===== src/hw/rtl/assert_macros.svh =====
// Assertion macros shared by the status record parser RTL.
// Depends on nothing; define NO_ASSERTIONS to compile the checks out.
`ifndef ASSERT_MACROS_SVH
`define ASSERT_MACROS_SVH
`ifndef NO_ASSERTIONS
`define ASRP_ASSERT(lbl, clk, rst_n, prop) \
	lbl: assert property (@(posedge clk) disable iff (!rst_n) prop) \
		else $error("%m: check failed");
`define ASRP_ASSERT_IMPL(lbl, clk, rst_n, ante, cons) \
	lbl: assert property (@(posedge clk) disable iff (!rst_n) (ante) |-> (cons)) \
		else $error("%m: implication failed");
`else
`define ASRP_ASSERT(lbl, clk, rst_n, prop)
`define ASRP_ASSERT_IMPL(lbl, clk, rst_n, ante, cons)
`endif
`endif


===== src/hw/rtl/asrp_pkg.sv =====
// Types and constants of the aux status record parser.
// Used by every module of the block but asrp_ram; depends on nothing.
`default_nettype none

package asrp_pkg;

	typedef struct packed {
		logic [7:0] msg_byte;
		logic       end_of_message;
	} msg_item_t;

	typedef struct packed {
		logic [1:0] kind;
		logic [7:0] device_number;
		logic [7:0] stored_idx;
		logic       is_on;
		logic [7:0] device_type;
		logic [7:0] name_length;
		logic [7:0] name_char;
		logic [2:0] status;
		logic       last;
	} res_item_t;

	// Results caused by one item: count and up to two slots, oldest in slot 0
	typedef struct packed {
		logic [1:0]            n;
		res_item_t [1:0]       r;
	} res_pair_t;

	localparam logic [1:0] KIND_CHAR   = 2'd0;
	localparam logic [1:0] KIND_RECORD = 2'd1;
	localparam logic [1:0] KIND_DONE   = 2'd2;

	localparam logic [2:0] ST_OK          = 3'd0;
	localparam logic [2:0] ST_NO_PAYLOAD  = 3'd1;
	localparam logic [2:0] ST_SHORT_INDEX = 3'd2;
	localparam logic [2:0] ST_SHORT_HDR   = 3'd3;
	localparam logic [2:0] ST_SHORT_NAME  = 3'd4;

	localparam logic       REG_HEADER_LENGTH = 1'b0;
	localparam logic       REG_FOOTER_LENGTH = 1'b1;
	localparam logic [3:0] HEADER_LENGTH_RST = 4'd4;
	localparam logic [2:0] FOOTER_LENGTH_RST = 3'd3;

	localparam logic [7:0] STATUS_ON_BYTE = 8'h01;
	localparam logic [7:0] REC_HDR_BYTES  = 8'd5;

	localparam int OUTQ_DEPTH = 4;
	localparam int OUTQ_PW    = $clog2(OUTQ_DEPTH);
	localparam int OUTQ_CW    = $clog2(OUTQ_DEPTH + 1);

endpackage

`default_nettype wire


===== src/hw/rtl/aux_status_record_parser.sv =====
// Top level of the aux status record parser: config registers, index store,
// result stage and queue. Depends on asrp_pkg, asrp_parse, asrp_ram, asrp_outq and assert_macros.svh.
//
// Use: message bytes enter on msg_valid/msg_ready/msg_item, one item per byte,
// end_of_message set on the final byte. Results leave on res_valid/res_ready/
// res_item: name characters, device records and one done result per message
// (or a record carrying last and the status when the final byte closes it).
// header_length and footer_length sit at byte addresses 0 and 4 of the APB
// port; write them only while the block is idle.
// Path: the results of a taken item are registered in the merge stage (parse and
// store read), then merged into the queue, where a result waits behind those
// queued before it until it shows on res_item.
// Throughput: one item a cycle while the receiver keeps up; an item that ends
// a name gives two results, which leave one per handshake. msg_ready drops
// while the queue and the merge stage together could not take two more
// results, so a stalled receiver holds the input back after a few items.
// Reset: registers go to header 4 and footer 3, the parser to header skip,
// the queue empties. The index store is not cleared: each entry is written by
// the message that reads it, so no clearing pass is needed.
`default_nettype none

`include "assert_macros.svh"

module aux_status_record_parser import asrp_pkg::*; #(
	parameter int MAX_DEVICES = 256,
	parameter int MAX_FOOTER  = 7
) (
	input  wire logic        clk,
	input  wire logic        arst_n,
	input  wire logic        msg_valid,
	output logic             msg_ready,
	input  wire msg_item_t   msg_item,
	output logic             res_valid,
	input  wire logic        res_ready,
	output res_item_t        res_item,
	input  wire logic        psel,
	input  wire logic        penable,
	input  wire logic        pwrite,
	input  wire logic [2:0]  paddr,
	input  wire logic [31:0] pwdata,
	output logic [31:0]      prdata,
	output logic             pready
);

	localparam int AW = (MAX_DEVICES > 1) ? $clog2(MAX_DEVICES) : 1;

	logic [3:0]         hdr_len_q;
	logic [2:0]         ftr_len_q;
	logic               msg_acc;
	res_pair_t          pair;
	logic               idx_we;
	logic [AW-1:0]      idx_waddr;
	logic [7:0]         idx_wdata;
	logic [AW-1:0]      idx_raddr;
	logic               idx_rd_ok;
	logic [7:0]         idx_rdata;
	logic               valid_s1;
	res_pair_t          pair_s1;
	logic               rd_ok_s1;
	res_item_t [1:0]    merged;
	logic [1:0]         push_n;
	logic [OUTQ_CW-1:0] q_count;
	logic [OUTQ_CW:0]   q_load;

	// Configuration port: writes land in the access phase, pready stays high
	assign pready = 1'b1;

	always_ff @(posedge clk or negedge arst_n) begin
		if (!arst_n) begin
			hdr_len_q <= HEADER_LENGTH_RST;
			ftr_len_q <= FOOTER_LENGTH_RST;
		end else if (psel && penable && pwrite) begin
			unique case (paddr[2])
				REG_HEADER_LENGTH: hdr_len_q <= pwdata[3:0];
				REG_FOOTER_LENGTH: ftr_len_q <= pwdata[2:0];
				default: begin
				end
			endcase
		end
	end

	always_comb begin
		unique case (paddr[2])
			REG_HEADER_LENGTH: prdata = {28'd0, hdr_len_q};
			REG_FOOTER_LENGTH: prdata = {29'd0, ftr_len_q};
			default:           prdata = '0;
		endcase
	end

	// Take an item only when the queue plus the merge stage leaves two free slots
	assign q_load    = {1'b0, q_count} + (OUTQ_CW + 1)'(push_n);
	assign msg_ready = (q_load <= (OUTQ_CW + 1)'(OUTQ_DEPTH - 2));
	assign msg_acc   = msg_valid && msg_ready;

	asrp_parse #(
		.MAX_DEVICES (MAX_DEVICES),
		.MAX_FOOTER  (MAX_FOOTER),
		.AW          (AW)
	) u_parse (
		.clk           (clk),
		.arst_n        (arst_n),
		.accept        (msg_acc),
		.item          (msg_item),
		.header_length (hdr_len_q),
		.footer_length (ftr_len_q),
		.res           (pair),
		.idx_we        (idx_we),
		.idx_waddr     (idx_waddr),
		.idx_wdata     (idx_wdata),
		.idx_raddr     (idx_raddr),
		.idx_rd_ok     (idx_rd_ok)
	);

	// Index store: written during the index list, read once per item. Records
	// start at least five bytes after the last index write, so no forwarding.
	asrp_ram #(
		.WIDTH (8),
		.DEPTH (MAX_DEVICES),
		.AW    (AW)
	) u_idx_ram (
		.clk   (clk),
		.we    (idx_we),
		.waddr (idx_waddr),
		.wdata (idx_wdata),
		.re    (msg_acc),
		.raddr (idx_raddr),
		.rdata (idx_rdata)
	);

	// Merge stage: hold the results in registers until the stored index returns
	always_ff @(posedge clk or negedge arst_n) begin
		if (!arst_n) begin
			valid_s1 <= 1'b0;
		end else begin
			valid_s1 <= msg_acc;
		end
	end

	always_ff @(posedge clk) begin
		pair_s1  <= pair;
		rd_ok_s1 <= idx_rd_ok;
	end

	always_comb begin
		for (int k = 0; k < 2; k++) begin
			merged[k] = pair_s1.r[k];
			if (pair_s1.r[k].kind != KIND_DONE && rd_ok_s1) begin
				merged[k].stored_idx = idx_rdata;
			end
		end
	end

	assign push_n = valid_s1 ? pair_s1.n : 2'd0;

	asrp_outq u_outq (
		.clk        (clk),
		.arst_n     (arst_n),
		.push_n     (push_n),
		.push_items (merged),
		.res_valid  (res_valid),
		.res_ready  (res_ready),
		.res_item   (res_item),
		.count      (q_count)
	);

	`ASRP_ASSERT(a_queue_room, clk, arst_n, (q_load <= (OUTQ_CW + 1)'(OUTQ_DEPTH)))
	`ASRP_ASSERT(a_eom_result, clk, arst_n, (msg_acc && msg_item.end_of_message |=> valid_s1 && pair_s1.n != 2'd0))
	`ASRP_ASSERT_IMPL(a_done_clean, clk, arst_n, res_valid && res_item.kind == KIND_DONE, res_item.last && res_item.stored_idx == 8'd0)
	`ASRP_ASSERT_IMPL(a_pair_order, clk, arst_n, valid_s1 && pair_s1.n == 2'd2, pair_s1.r[0].kind != KIND_DONE && pair_s1.r[1].kind != KIND_CHAR)

endmodule

`default_nettype wire


===== src/hw/rtl/asrp_ram.sv =====
// Generic single-port-write, single-port-read RAM with registered read data.
// Depends on nothing.
`default_nettype none

module asrp_ram #(
	parameter int WIDTH = 8,
	parameter int DEPTH = 256,
	parameter int AW    = (DEPTH > 1) ? $clog2(DEPTH) : 1
) (
	input  wire logic             clk,
	input  wire logic             we,
	input  wire logic [AW-1:0]    waddr,
	input  wire logic [WIDTH-1:0] wdata,
	input  wire logic             re,
	input  wire logic [AW-1:0]    raddr,
	output logic      [WIDTH-1:0] rdata
);

	logic [WIDTH-1:0] mem_q [DEPTH];

	always_ff @(posedge clk) begin
		if (we) begin
			mem_q[waddr] <= wdata;
		end
		if (re) begin
			rdata <= mem_q[raddr];
		end
	end

endmodule

`default_nettype wire


===== src/hw/rtl/asrp_parse.sv =====
// Byte-level message parser: header skip, footer delay line, record decode.
// Depends on asrp_pkg; drives the write and read ports of the index store.
`default_nettype none

module asrp_parse import asrp_pkg::*; #(
	parameter int MAX_DEVICES = 256,
	parameter int MAX_FOOTER  = 7,
	parameter int AW          = (MAX_DEVICES > 1) ? $clog2(MAX_DEVICES) : 1
) (
	input  wire logic          clk,
	input  wire logic          arst_n,
	input  wire logic          accept,
	input  wire msg_item_t     item,
	input  wire logic [3:0]    header_length,
	input  wire logic [2:0]    footer_length,
	output res_pair_t          res,
	output logic               idx_we,
	output logic [AW-1:0]      idx_waddr,
	output logic [7:0]         idx_wdata,
	output logic [AW-1:0]      idx_raddr,
	output logic               idx_rd_ok
);

	localparam int FW = $clog2(MAX_FOOTER + 1);
	localparam int CW = (FW > 3) ? FW : 3;

	typedef enum logic [5:0] {
		PH_HEADER  = 6'b000001,
		PH_COUNT   = 6'b000010,
		PH_INDICES = 6'b000100,
		PH_RECHDR  = 6'b001000,
		PH_NAME    = 6'b010000,
		PH_TRAIL   = 6'b100000
	} phase_t;

	phase_t        phase_q, phase_d;
	logic [7:0]    cnt_q, cnt_d;
	logic [7:0]    dly_q [MAX_FOOTER];
	logic [7:0]    dly_d [MAX_FOOTER];
	logic [FW-1:0] fill_q, fill_d;
	logic [7:0]    total_q, total_d;
	logic [7:0]    ord_q, ord_d;
	logic          on_q, on_d;
	logic [7:0]    type_q, type_d;
	logic [7:0]    rem_q, rem_d;
	logic [7:0]    ntot_q, ntot_d;

	always_comb begin
		logic [CW-1:0] fl_ext;
		logic [CW-1:0] fl_eff;
		logic          parse_en;
		logic [7:0]    pb;
		logic [7:0]    c1;
		logic [7:0]    o1;
		logic [2:0]    st;
		res_item_t     rec;
		res_item_t     done;

		phase_d = phase_q;
		cnt_d   = cnt_q;
		dly_d   = dly_q;
		fill_d  = fill_q;
		total_d = total_q;
		ord_d   = ord_q;
		on_d    = on_q;
		type_d  = type_q;
		rem_d   = rem_q;
		ntot_d  = ntot_q;
		res     = '0;
		idx_we    = 1'b0;
		idx_waddr = '0;
		idx_wdata = '0;
		parse_en  = 1'b0;
		pb        = '0;
		c1        = '0;
		o1        = '0;
		st        = ST_NO_PAYLOAD;
		rec       = '0;
		done      = '0;

		fl_ext = CW'(footer_length);
		fl_eff = (fl_ext > CW'(MAX_FOOTER)) ? CW'(MAX_FOOTER) : fl_ext;

		if (accept) begin
			if (phase_q == PH_HEADER && cnt_q < {4'b0000, header_length}) begin
				cnt_d = cnt_q + 8'd1;
			end else begin
				if (phase_q == PH_HEADER) begin
					phase_d = PH_COUNT;
					cnt_d   = '0;
				end
				// fill the delay line first, then release the oldest byte per byte
				if (CW'(fill_q) < fl_eff) begin
					for (int i = 0; i < MAX_FOOTER; i++) begin
						if (int'(fill_q) == i) begin
							dly_d[i] = item.msg_byte;
						end
					end
					fill_d = fill_q + FW'(1);
				end else if (fill_q == '0) begin
					parse_en = 1'b1;
					pb       = item.msg_byte;
				end else begin
					parse_en = 1'b1;
					pb       = dly_q[0];
					for (int i = 0; i < MAX_FOOTER - 1; i++) begin
						if (i + 1 < int'(fill_q)) begin
							dly_d[i] = dly_q[i + 1];
						end
					end
					for (int i = 0; i < MAX_FOOTER; i++) begin
						if (i + 1 == int'(fill_q)) begin
							dly_d[i] = item.msg_byte;
						end
					end
				end
			end

			if (parse_en) begin
				c1 = cnt_d + 8'd1;
				unique case (phase_d)
					PH_COUNT: begin
						total_d = pb;
						ord_d   = '0;
						cnt_d   = '0;
						phase_d = (pb == 8'd0) ? PH_TRAIL : PH_INDICES;
					end
					PH_INDICES: begin
						idx_we    = ({1'b0, cnt_d} < 9'(MAX_DEVICES));
						idx_waddr = cnt_d[AW-1:0];
						idx_wdata = pb;
						if (c1 >= total_d) begin
							cnt_d   = '0;
							ord_d   = '0;
							phase_d = PH_RECHDR;
						end else begin
							cnt_d = c1;
						end
					end
					PH_RECHDR: begin
						if (cnt_d == 8'd0) begin
							on_d = (pb == STATUS_ON_BYTE);
						end
						if (cnt_d == 8'd1) begin
							type_d = pb;
						end
						if (c1 >= REC_HDR_BYTES) begin
							ntot_d = pb;
							rem_d  = pb;
							cnt_d  = '0;
							if (pb == 8'd0) begin
								rec.kind          = KIND_RECORD;
								rec.device_number = ord_q;
								rec.is_on         = on_d;
								rec.device_type   = type_d;
								rec.name_length   = pb;
								res.r[0] = rec;
								res.n    = 2'd1;
								o1       = ord_q + 8'd1;
								ord_d    = o1;
								phase_d  = (o1 >= total_d) ? PH_TRAIL : PH_RECHDR;
							end else begin
								phase_d = PH_NAME;
							end
						end else begin
							cnt_d = c1;
						end
					end
					PH_NAME: begin
						rec.kind          = KIND_CHAR;
						rec.device_number = ord_q;
						rec.is_on         = on_q;
						rec.device_type   = type_q;
						rec.name_length   = ntot_q;
						rec.name_char     = pb;
						res.r[0] = rec;
						res.n    = 2'd1;
						rem_d    = rem_q - 8'd1;
						if (rem_d == 8'd0) begin
							rec.kind      = KIND_RECORD;
							rec.name_char = '0;
							res.r[1] = rec;
							res.n    = 2'd2;
							o1       = ord_q + 8'd1;
							ord_d    = o1;
							cnt_d    = '0;
							phase_d  = (o1 >= total_d) ? PH_TRAIL : PH_RECHDR;
						end
					end
					default: begin
					end
				endcase
			end

			if (item.end_of_message) begin
				unique case (phase_d)
					PH_INDICES: st = ST_SHORT_INDEX;
					PH_RECHDR:  st = ST_SHORT_HDR;
					PH_NAME:    st = ST_SHORT_NAME;
					PH_TRAIL:   st = ST_OK;
					default:    st = ST_NO_PAYLOAD;
				endcase
				if (res.n == 2'd2) begin
					// fold the done status into the record result
					res.r[1].status = st;
					res.r[1].last   = 1'b1;
				end else begin
					done.kind          = KIND_DONE;
					done.device_number = ord_d;
					done.status        = st;
					done.last          = 1'b1;
					if (res.n == 2'd0) begin
						res.r[0] = done;
					end else begin
						res.r[1] = done;
					end
					res.n = res.n + 2'd1;
				end
				phase_d = PH_HEADER;
				cnt_d   = '0;
				fill_d  = '0;
				total_d = '0;
				ord_d   = '0;
				on_d    = 1'b0;
				type_d  = '0;
				rem_d   = '0;
				ntot_d  = '0;
			end
		end
	end

	// one read per item, at the ordinal the results of that item carry
	assign idx_raddr = ord_q[AW-1:0];
	assign idx_rd_ok = ({1'b0, ord_q} < 9'(MAX_DEVICES));

	always_ff @(posedge clk or negedge arst_n) begin
		if (!arst_n) begin
			phase_q <= PH_HEADER;
			cnt_q   <= '0;
			fill_q  <= '0;
			total_q <= '0;
			ord_q   <= '0;
			on_q    <= 1'b0;
			type_q  <= '0;
			rem_q   <= '0;
			ntot_q  <= '0;
		end else begin
			phase_q <= phase_d;
			cnt_q   <= cnt_d;
			fill_q  <= fill_d;
			total_q <= total_d;
			ord_q   <= ord_d;
			on_q    <= on_d;
			type_q  <= type_d;
			rem_q   <= rem_d;
			ntot_q  <= ntot_d;
		end
	end

	always_ff @(posedge clk) begin
		dly_q <= dly_d;
	end

endmodule

`default_nettype wire


===== src/hw/rtl/asrp_outq.sv =====
// Result queue: takes up to two results a cycle, hands out one per handshake.
// Depends on asrp_pkg.
`default_nettype none

module asrp_outq import asrp_pkg::*; (
	input  wire logic               clk,
	input  wire logic               arst_n,
	input  wire logic [1:0]         push_n,
	input  wire res_item_t [1:0]    push_items,
	output logic                    res_valid,
	input  wire logic               res_ready,
	output res_item_t               res_item,
	output logic [OUTQ_CW-1:0]      count
);

	res_item_t          q_q [OUTQ_DEPTH];
	logic [OUTQ_PW-1:0] wp_q, rp_q;
	logic [OUTQ_CW-1:0] cnt_q;
	logic               pop;
	logic [OUTQ_PW-1:0] wp1;

	assign res_valid = (cnt_q != '0);
	assign res_item  = q_q[rp_q];
	assign pop       = res_valid && res_ready;
	assign count     = cnt_q;
	assign wp1       = wp_q + OUTQ_PW'(1);

	always_ff @(posedge clk) begin
		for (int i = 0; i < OUTQ_DEPTH; i++) begin
			if (push_n != 2'd0 && wp_q == OUTQ_PW'(i)) begin
				q_q[i] <= push_items[0];
			end
			if (push_n == 2'd2 && wp1 == OUTQ_PW'(i)) begin
				q_q[i] <= push_items[1];
			end
		end
	end

	always_ff @(posedge clk or negedge arst_n) begin
		if (!arst_n) begin
			wp_q  <= '0;
			rp_q  <= '0;
			cnt_q <= '0;
		end else begin
			wp_q  <= wp_q + OUTQ_PW'(push_n);
			rp_q  <= rp_q + OUTQ_PW'(pop);
			cnt_q <= cnt_q + OUTQ_CW'(push_n) - OUTQ_CW'(pop);
		end
	end

endmodule

`default_nettype wire


===== config.mk =====
export PLATFORM = sky130hd
export DESIGN_NAME = aux_status_record_parser
export DESIGN_NICKNAME = d
export VERILOG_FILES = /design/src/hw/rtl/asrp_pkg.sv /design/src/hw/rtl/aux_status_record_parser.sv /design/src/hw/rtl/asrp_ram.sv /design/src/hw/rtl/asrp_parse.sv /design/src/hw/rtl/asrp_outq.sv
export VERILOG_INCLUDE_DIRS = /design/src /design/src/hw/rtl
export SDC_FILE = /design/constraint.sdc
export NUM_CORES = 2
export LEC_CHECK = 0
export ABC_AREA = 1
export BUFFER_PORTS_ARGS = -buffer_cell sky130_fd_sc_hd__buf_2
export CORE_ASPECT_RATIO = 0.8
export CORE_MARGIN = 3
export CORE_UTILIZATION = 25
export DETAILED_ROUTE_END_ITERATION = 6
export RECOVER_POWER = 50
export SLEW_MARGIN = 10
export SYNTH_ARGS = -nofsm -noshare
export SYNTH_HDL_FRONTEND = slang
export SYNTH_SLANG_ARGS = --single-unit

===== constraint.sdc =====
create_clock -name clk -period 12.37 [get_ports clk]
set_input_delay 1.8555 -clock clk [delete_from_list [all_inputs] [get_ports clk]]
set_output_delay 1.8555 -clock clk [all_outputs]
set_load 0.02 [all_outputs]

Word-level counts from Yosys, hierarchy flattened
Memories as Yosys holds them, arrays and structs flattened. A register that Yosys moved wholly into a read port is not among the register bits.
Cells that the tools add are included.

cells by class
  order comparisons = 13
  $add $sub $neg = 12
  bitwise logic cells = 6
  reduce and logical (&&, ||, !) cells = 52
  multiplexer cells = 138
  equality and inequality tests = 44

operators with widths
  cell                 number
  $mux 47              11
  $mux 8               59
  $mux 96              3
  $mux 56              2
  $pmux 47 s2          1
  $reduce_or 47->1     2
  $mux 6               12
  $pmux 32 s2          1
  $pmux 8 s4           2
  $mux 49              1
  $mux 46              1
  $mux 45              1
  $reduce_and 5->1     7
  $mux 1               31
  $add 8x1->8 const B  3
  $logic_not 8->1      3
  $pmux 6 s4           1
  $reduce_bool 3->1    8
  $ne 2x2->1 const B   10
  $eq 8x1->1 const B   2
  $ge 8x8->1           2
  $pmux 8 s2           1
  $reduce_bool 2->1    7
  $logic_and 1x1->1    13
  43 further kinds     81

storage, ports and cells
  output and inout port bits = 82
  input port bits = 51
  bits in writable memories = 2236
  memories = 2
  logic and storage cells = 308
  flip-flop bits (word level) = 225

memories
  name             words  width  rd ports  clocked after Yosys merged registers in  write ports  RTL line         text
  u_idx_ram.mem_q  256    8      1         1                                        1            asrp_ram.sv:19   logic [WIDTH-1:0] mem_q [DEPTH];
  u_outq.q_q       4      47     1         0                                        2            asrp_outq.sv:16  res_item_t q_q [OUTQ_DEPTH];

Depth between registers and ports, before layout
  depth in word-level cells = 17
  mapped depth = 31
  gate-level depth less buffers = 31

Modules after synthesis
From an unflattened synthesis, not the netlist that was laid out.

unflattened totals
  cell total of the unflattened synthesis = 9347
  area total of the unflattened synthesis = 104184.9 sq um

modules (own cells, without submodules)
  module                    instances  cells each  area an instance (sq um)  sequential area each (sq um)
  asrp_ram                  1          7003        83476.3                   61739.2
  asrp_outq                 1          1025        9673.0                    5820.6
  asrp_parse                1          1084        8080.2                    3134.3
  aux_status_record_parser  1          235         2955.3                    2145.8

Worst setup path after synthesis
OpenSTA, ideal clock, no wires.

  kind = input -> register
  start = input port msg_valid
  end = memory u_idx_ram.mem_q[0][0], data pin
  data required time = 10.981 ns
  arrival time = 8.512 ns
  library setup time = 1.389 ns
  stages on the path = 7
  setup slack = 2.469 ns
  path buffers = 1
  path through = nand2_1 -> nor2_2 -> inv_2 -> nor2_4 -> inv_2 -> buf_2 -> nor2_1

between the ends
  longest elaborated chain between the ends = 2

RTL lines
  element             RTL line                        text
  start: declaration  aux_status_record_parser.sv:30  input wire logic msg_valid,
  $logic_and 1x1->1   aux_status_record_parser.sv:93  assign msg_acc = msg_valid && msg_ready;
  $mux 8              asrp_parse.sv:84                if (accept) begin
  via idx_wdata[0]    aux_status_record_parser.sv:53  logic [7:0] idx_wdata;
  end: declaration    asrp_ram.sv:19

The timed path passes the listed nets, and every way through them passes these cells.

Worst setup path after layout
  start = register valid_s1
  end = memory u_idx_ram.mem_q[187][0], data pin

between the ends
  longest elaborated chain between the ends = 5

RTL lines
  element                   RTL line                         text
  start: declaration        aux_status_record_parser.sv:57   logic valid_s1;
  start signal: assignment  aux_status_record_parser.sv:135  valid_s1 <= msg_acc;
  $mux 2                    aux_status_record_parser.sv:153  assign push_n = valid_s1 ? pair_s1.n : 2'd0;
  $add 3x2->4               aux_status_record_parser.sv:91   assign q_load = {1'b0, q_count} + (OUTQ_CW + 1)'(push_n);
  $le 4x2->1                aux_status_record_parser.sv:92   assign msg_ready = (q_load <= (OUTQ_CW + 1)'(OUTQ_DEPTH - 2));
  $logic_and 1x1->1         aux_status_record_parser.sv:93
  $mux 8                    asrp_parse.sv:84
  via idx_wdata[0]          aux_status_record_parser.sv:53

The timed path passes the listed nets, and every way through them passes these cells.

==> results.txt <==
----------------------------------------------------
[Status]
  Run status ... complete, but fails checks
  Violations in the final reports ... max-capacitance violations, max-slew violations

[Cells and area]
  Filler cell count ... 40554
  Layout cells sized above 1 ... 0.0572
  Non-filler cells, final ... 13713
  Synth-to-Final Area Change ... 12.7%
  Nets ... 8302
  Final core occ ... 0.283

[Synth]
  Mux cell area share after synthesis ... 0
  Synth Register Bits ... 2444
  Syn Inst Count ... 8374
  Main flop type after synthesis ... sky130_fd_sc_hd__edfxtp_1
  Fraction of the mapped netlist area in simple logic gates ... 0.0957
  Fraction of the mapped netlist area in adder cells ... 0.00665
  Cell with the most instances after synthesis ... sky130_fd_sc_hd__edfxtp_1
  Cell type contributing the most total cell area after synthesis ... sky130_fd_sc_hd__edfxtp_1
  Synthesized-area fraction occupied by xor and xnor cells ... 0.00158
  Post-Synthesis Cell Area ... 0.100 mm2
  Asr flop ratio synth ... 0.0299
  Fraction of post-synthesis cell area in the top cell type by area ... 0.690
  Count of flip-flops with a built-in enable after synthesis ... 2300
  Largest cells by area after synthesis ... sky130_fd_sc_hd__edfxtp_1 69%, sky130_fd_sc_hd__o21ai_0 8.4%, sky130_fd_sc_hd__nor2_1 7.2%
  Post-synthesis sequential area ratio ... 0.723
  Total of warnings raised by yosys ... 0
  List of most frequent post-synthesis cells ... 2300 x sky130_fd_sc_hd__edfxtp_1, 1906 x sky130_fd_sc_hd__nor2_1, 1682 x sky130_fd_sc_hd__o21ai_0
  Main combinational cell family by area after synthesis ... compound AO/OA/AOI/OAI gates
  Number of different library cells in the post-synthesis netlist ... 56
  Compound-cell area share of the yosys netlist ... 0.139
  Average size of a mapped cell ... 11.9 um2

[STA]
  Unrepaired setup endpoints after global routing ... false
  Normalized max-slew margin ... -2.15
  Achievable clock frequency ... 119 MHz
  Slew of the pin with the lowest slew margin ... 4.73 ns
  Portion of the clock cycle consumed by the worst path in the final layout ... 0.677
  Clock period minus final worst setup slack ... 8.38 ns
  Number of max-slew violations in the final report ... 1682
  Final Hold Viols ... 0
  Final Skew ... 0.0728 ns
  Final Setup Violations ... 0
  Setup TNS Final ... 0 ns

[Worst setup path]
  Largest fanout on the critical path ... 70
  Worst EP arrival ... 8.91 ns
  Data required time at the worst endpoint ... 12.90 ns
  Startpoint of the most critical register-to-register path ... valid_s1
  Capturing element type of the critical path ... register
  Crit Reg-Reg Endpoint ... u_idx_ram.mem_q[187][0]
  Worst reg2reg path depth ... 17
  Sort of element at the start of the critical path ... register
  Path type of the worst setup path ... register to register
  Reg-to-reg setup timing slack ... 3.99 ns

[Power and ir drop]
  Power per cell area ... 171 mW/mm2
  VDD IR-drop max ... 0.164 mV
  Leakage power total ... 0.0323 uW

[Route]
  Detail-routed net length per standard cell ... 20.3 um
  1st-pass router iterations ... 6
  Post-detailed-route via-to-cell ratio ... 4.78
  Wire length after detailed routing ... 278 mm
  Remaining routing DRC violations ... 0
  Post-route antenna net violation count ... 0
  First DRT Iteration DRCs ... 8521
  Number of vias after detailed routing ... 65534

[Worst hold path]
  Sink of the worst hold path ... u_outq.count[2]
  Number of cells traversed by the worst hold path ... 1
  Start point of the worst hold path ... u_outq.count[2]
  Class of the tightest hold or removal check ... register to register

[Clocking]
  Clock insertion delay at the later pin of the skew report ... 0.89 ns
  Cell at the root of the clock tree ... sky130_fd_sc_hd__clkbuf_16
  Clock sink count ... 2444
  Maximum number of buffers from clock root to sink ... 4
  Total CTS buffers ... 229
  Clock-pin slew reported for the worst setup and hold paths after clock tree synthesis ... 0.07 ns
  Hold buffer count at cts ... 0
  Setup Buffers After CTS ... 0
  Number of gates resized after cts ... 0
  Clock tree from TritonCTS ... built
  CTS HTree Levels ... 4

[Die]
  Boundary Pins ... 133
  Core footprint ... 0.398 mm2
  Die outline height ... 572 um
  Die area ... 0.408 mm2
  Placement Rows ... 207
  Die span in x ... 713 um
  Starting Density ... 0.251

[GRT]
  Overflow left after global routing ... 0
  Maximum number of pins on one net before global-route repair ... 219
  Number of antenna violations at the first check in global routing ... 11
  Number of global-route vias before repair ... 59588
  First-pass GRT wire length ... 407 mm
  Global routing usage summed across all routing layers ... 0.130

[Placement]
  Routability cong. ... 0.847
  Number of input and output port buffers inserted ... 73
  DP HPWL ... 156 mm
  Cells after DPL ... 13297

[Job]
  Number of maximum-capacitance constraint violations ... 31

----------------------------------------------------
[layer usage]
layer  wire length, um  vias up  global-route usage
met1            124000    32130               0.192
met5               126        -             0.00175
li1                  -    30127                   -
met3             28100      420              0.0292
met4              7690        6              0.0362
met2            118000     2851               0.189
[where the power goes]
| group | total (uW) | internal (uW) | leakage (uW) | switching, uW |
|---|---|---|---|---|
| logic | 3120 | 679 | 0.00973 | 2440 |
| registers | 9220 | 9110 | 0.0191 | 107 |
| clock network | 7000 | 3930 | 0.00356 | 3060 |
[worst max-delay path by stage]
stage,depth (start not counted),start,to,slack (ns)
finish,17,valid_s1,u_idx_ram.mem_q[187][0],3.99
detailed placement,10,msg_valid,u_idx_ram.mem_q[187][0],6.34
floorplan,7,msg_valid,u_idx_ram.mem_q[0][0],2.47
global route,17,valid_s1,u_idx_ram.mem_q[173][6],3.33
global placement,10,msg_valid,u_idx_ram.mem_q[84][6],6.41
CTS,29,hdr_len_q[2],merged[37],6.70
[worst max-delay path: stages (launching register included)]
cell	delay, ns
sky130_fd_sc_hd__dfrtp_1	0.35
sky130_fd_sc_hd__nand2_1	0.05
sky130_fd_sc_hd__inv_1	0.12
sky130_fd_sc_hd__ha_1	0.21
sky130_fd_sc_hd__fa_1	0.18
sky130_fd_sc_hd__inv_1	0.05
sky130_fd_sc_hd__a2111oi_0	0.39
sky130_fd_sc_hd__a21oi_1	0.10
sky130_fd_sc_hd__a21oi_2	0.14
sky130_fd_sc_hd__nand2_1	0.06
sky130_fd_sc_hd__clkbuf_1	0.39
sky130_fd_sc_hd__nor2_1	0.34
sky130_fd_sc_hd__inv_1	0.26
sky130_fd_sc_hd__nor2_1	0.49
sky130_fd_sc_hd__inv_1	0.50
sky130_fd_sc_hd__nor2_1	2.58
sky130_fd_sc_hd__buf_4	1.00
sky130_fd_sc_hd__buf_4	0.78
[state kept, by name, summed over array words and instances (netlist names)]
name / cells
u_idx_ram.mem_q: 2048
u_outq.q_q: 188
merged: 69
u_parse.dly_q: 56
u_idx_ram.rdata: 8
u_parse.cnt_q: 8
u_parse.idx_raddr: 8
u_parse.ntot_q: 8
u_parse.rem_q: 8
u_parse.total_q: 8
u_parse.type_q: 8
u_parse.phase_q: 6
hdr_len_q: 4
ftr_len_q: 3
u_outq.count: 3
u_parse.fill_q: 3
pair_s1: 2
u_outq.rp_q: 2
u_outq.wp_q: 2
u_parse.on_q: 1
valid_s1: 1
[through the flow]
step | total power [uW] | hold WS, ns | area [um2] | worst slack (ns)
global placement | 12600 | 0.457 | 106000 | 6.41
CTS | 19500 | 0.472 | 113000 | 6.70
detailed placement | 12600 | 0.459 | 106000 | 6.34
finish | 19300 | 0.473 | 113000 | 3.99
global route | 20100 | 0.499 | 113000 | 3.33
floorplan | 11500 | 0.442 | 100000 | 2.47
[cell families after synthesis]
kind of cell | Yosys count
fa+ha+maj | 52
other cells | 2
simple gates | 2455
flops | 2444
xor+xnor | 18
buf+inv | 853
compound gates | 2550
[area by class of cell]
type / count / area (um2) / area share
flip-flops and latches: 2444 / 72300 / 0.641
multi-input cells: 5104 / 24400 / 0.216
well taps: 5329 / 6670 / 0.0591
clock buffers: 292 / 6100 / 0.0541
clock inverters: 118 / 1180 / 0.0105
repair buffers: 175 / 1120 / 0.00993
inverters: 245 / 945 / 0.00838
diodes: 6 / 15.0 / 0.000133
[cell usage in the layout, fill, tap and decap left out, drive strengths merged, types with 46 or more instances in the layout]
cell type  count
ha            50
clkbuf       374
a21oi         62
inv          245
nor2        1920
nand3         46
nand2        438
o22ai        715
o21ai       1692
buf           93
dfxtp         71
edfxtp      2300
dfrtp         69
clkinv        91
Note: power is estimated with default switching activity, not from simulation.
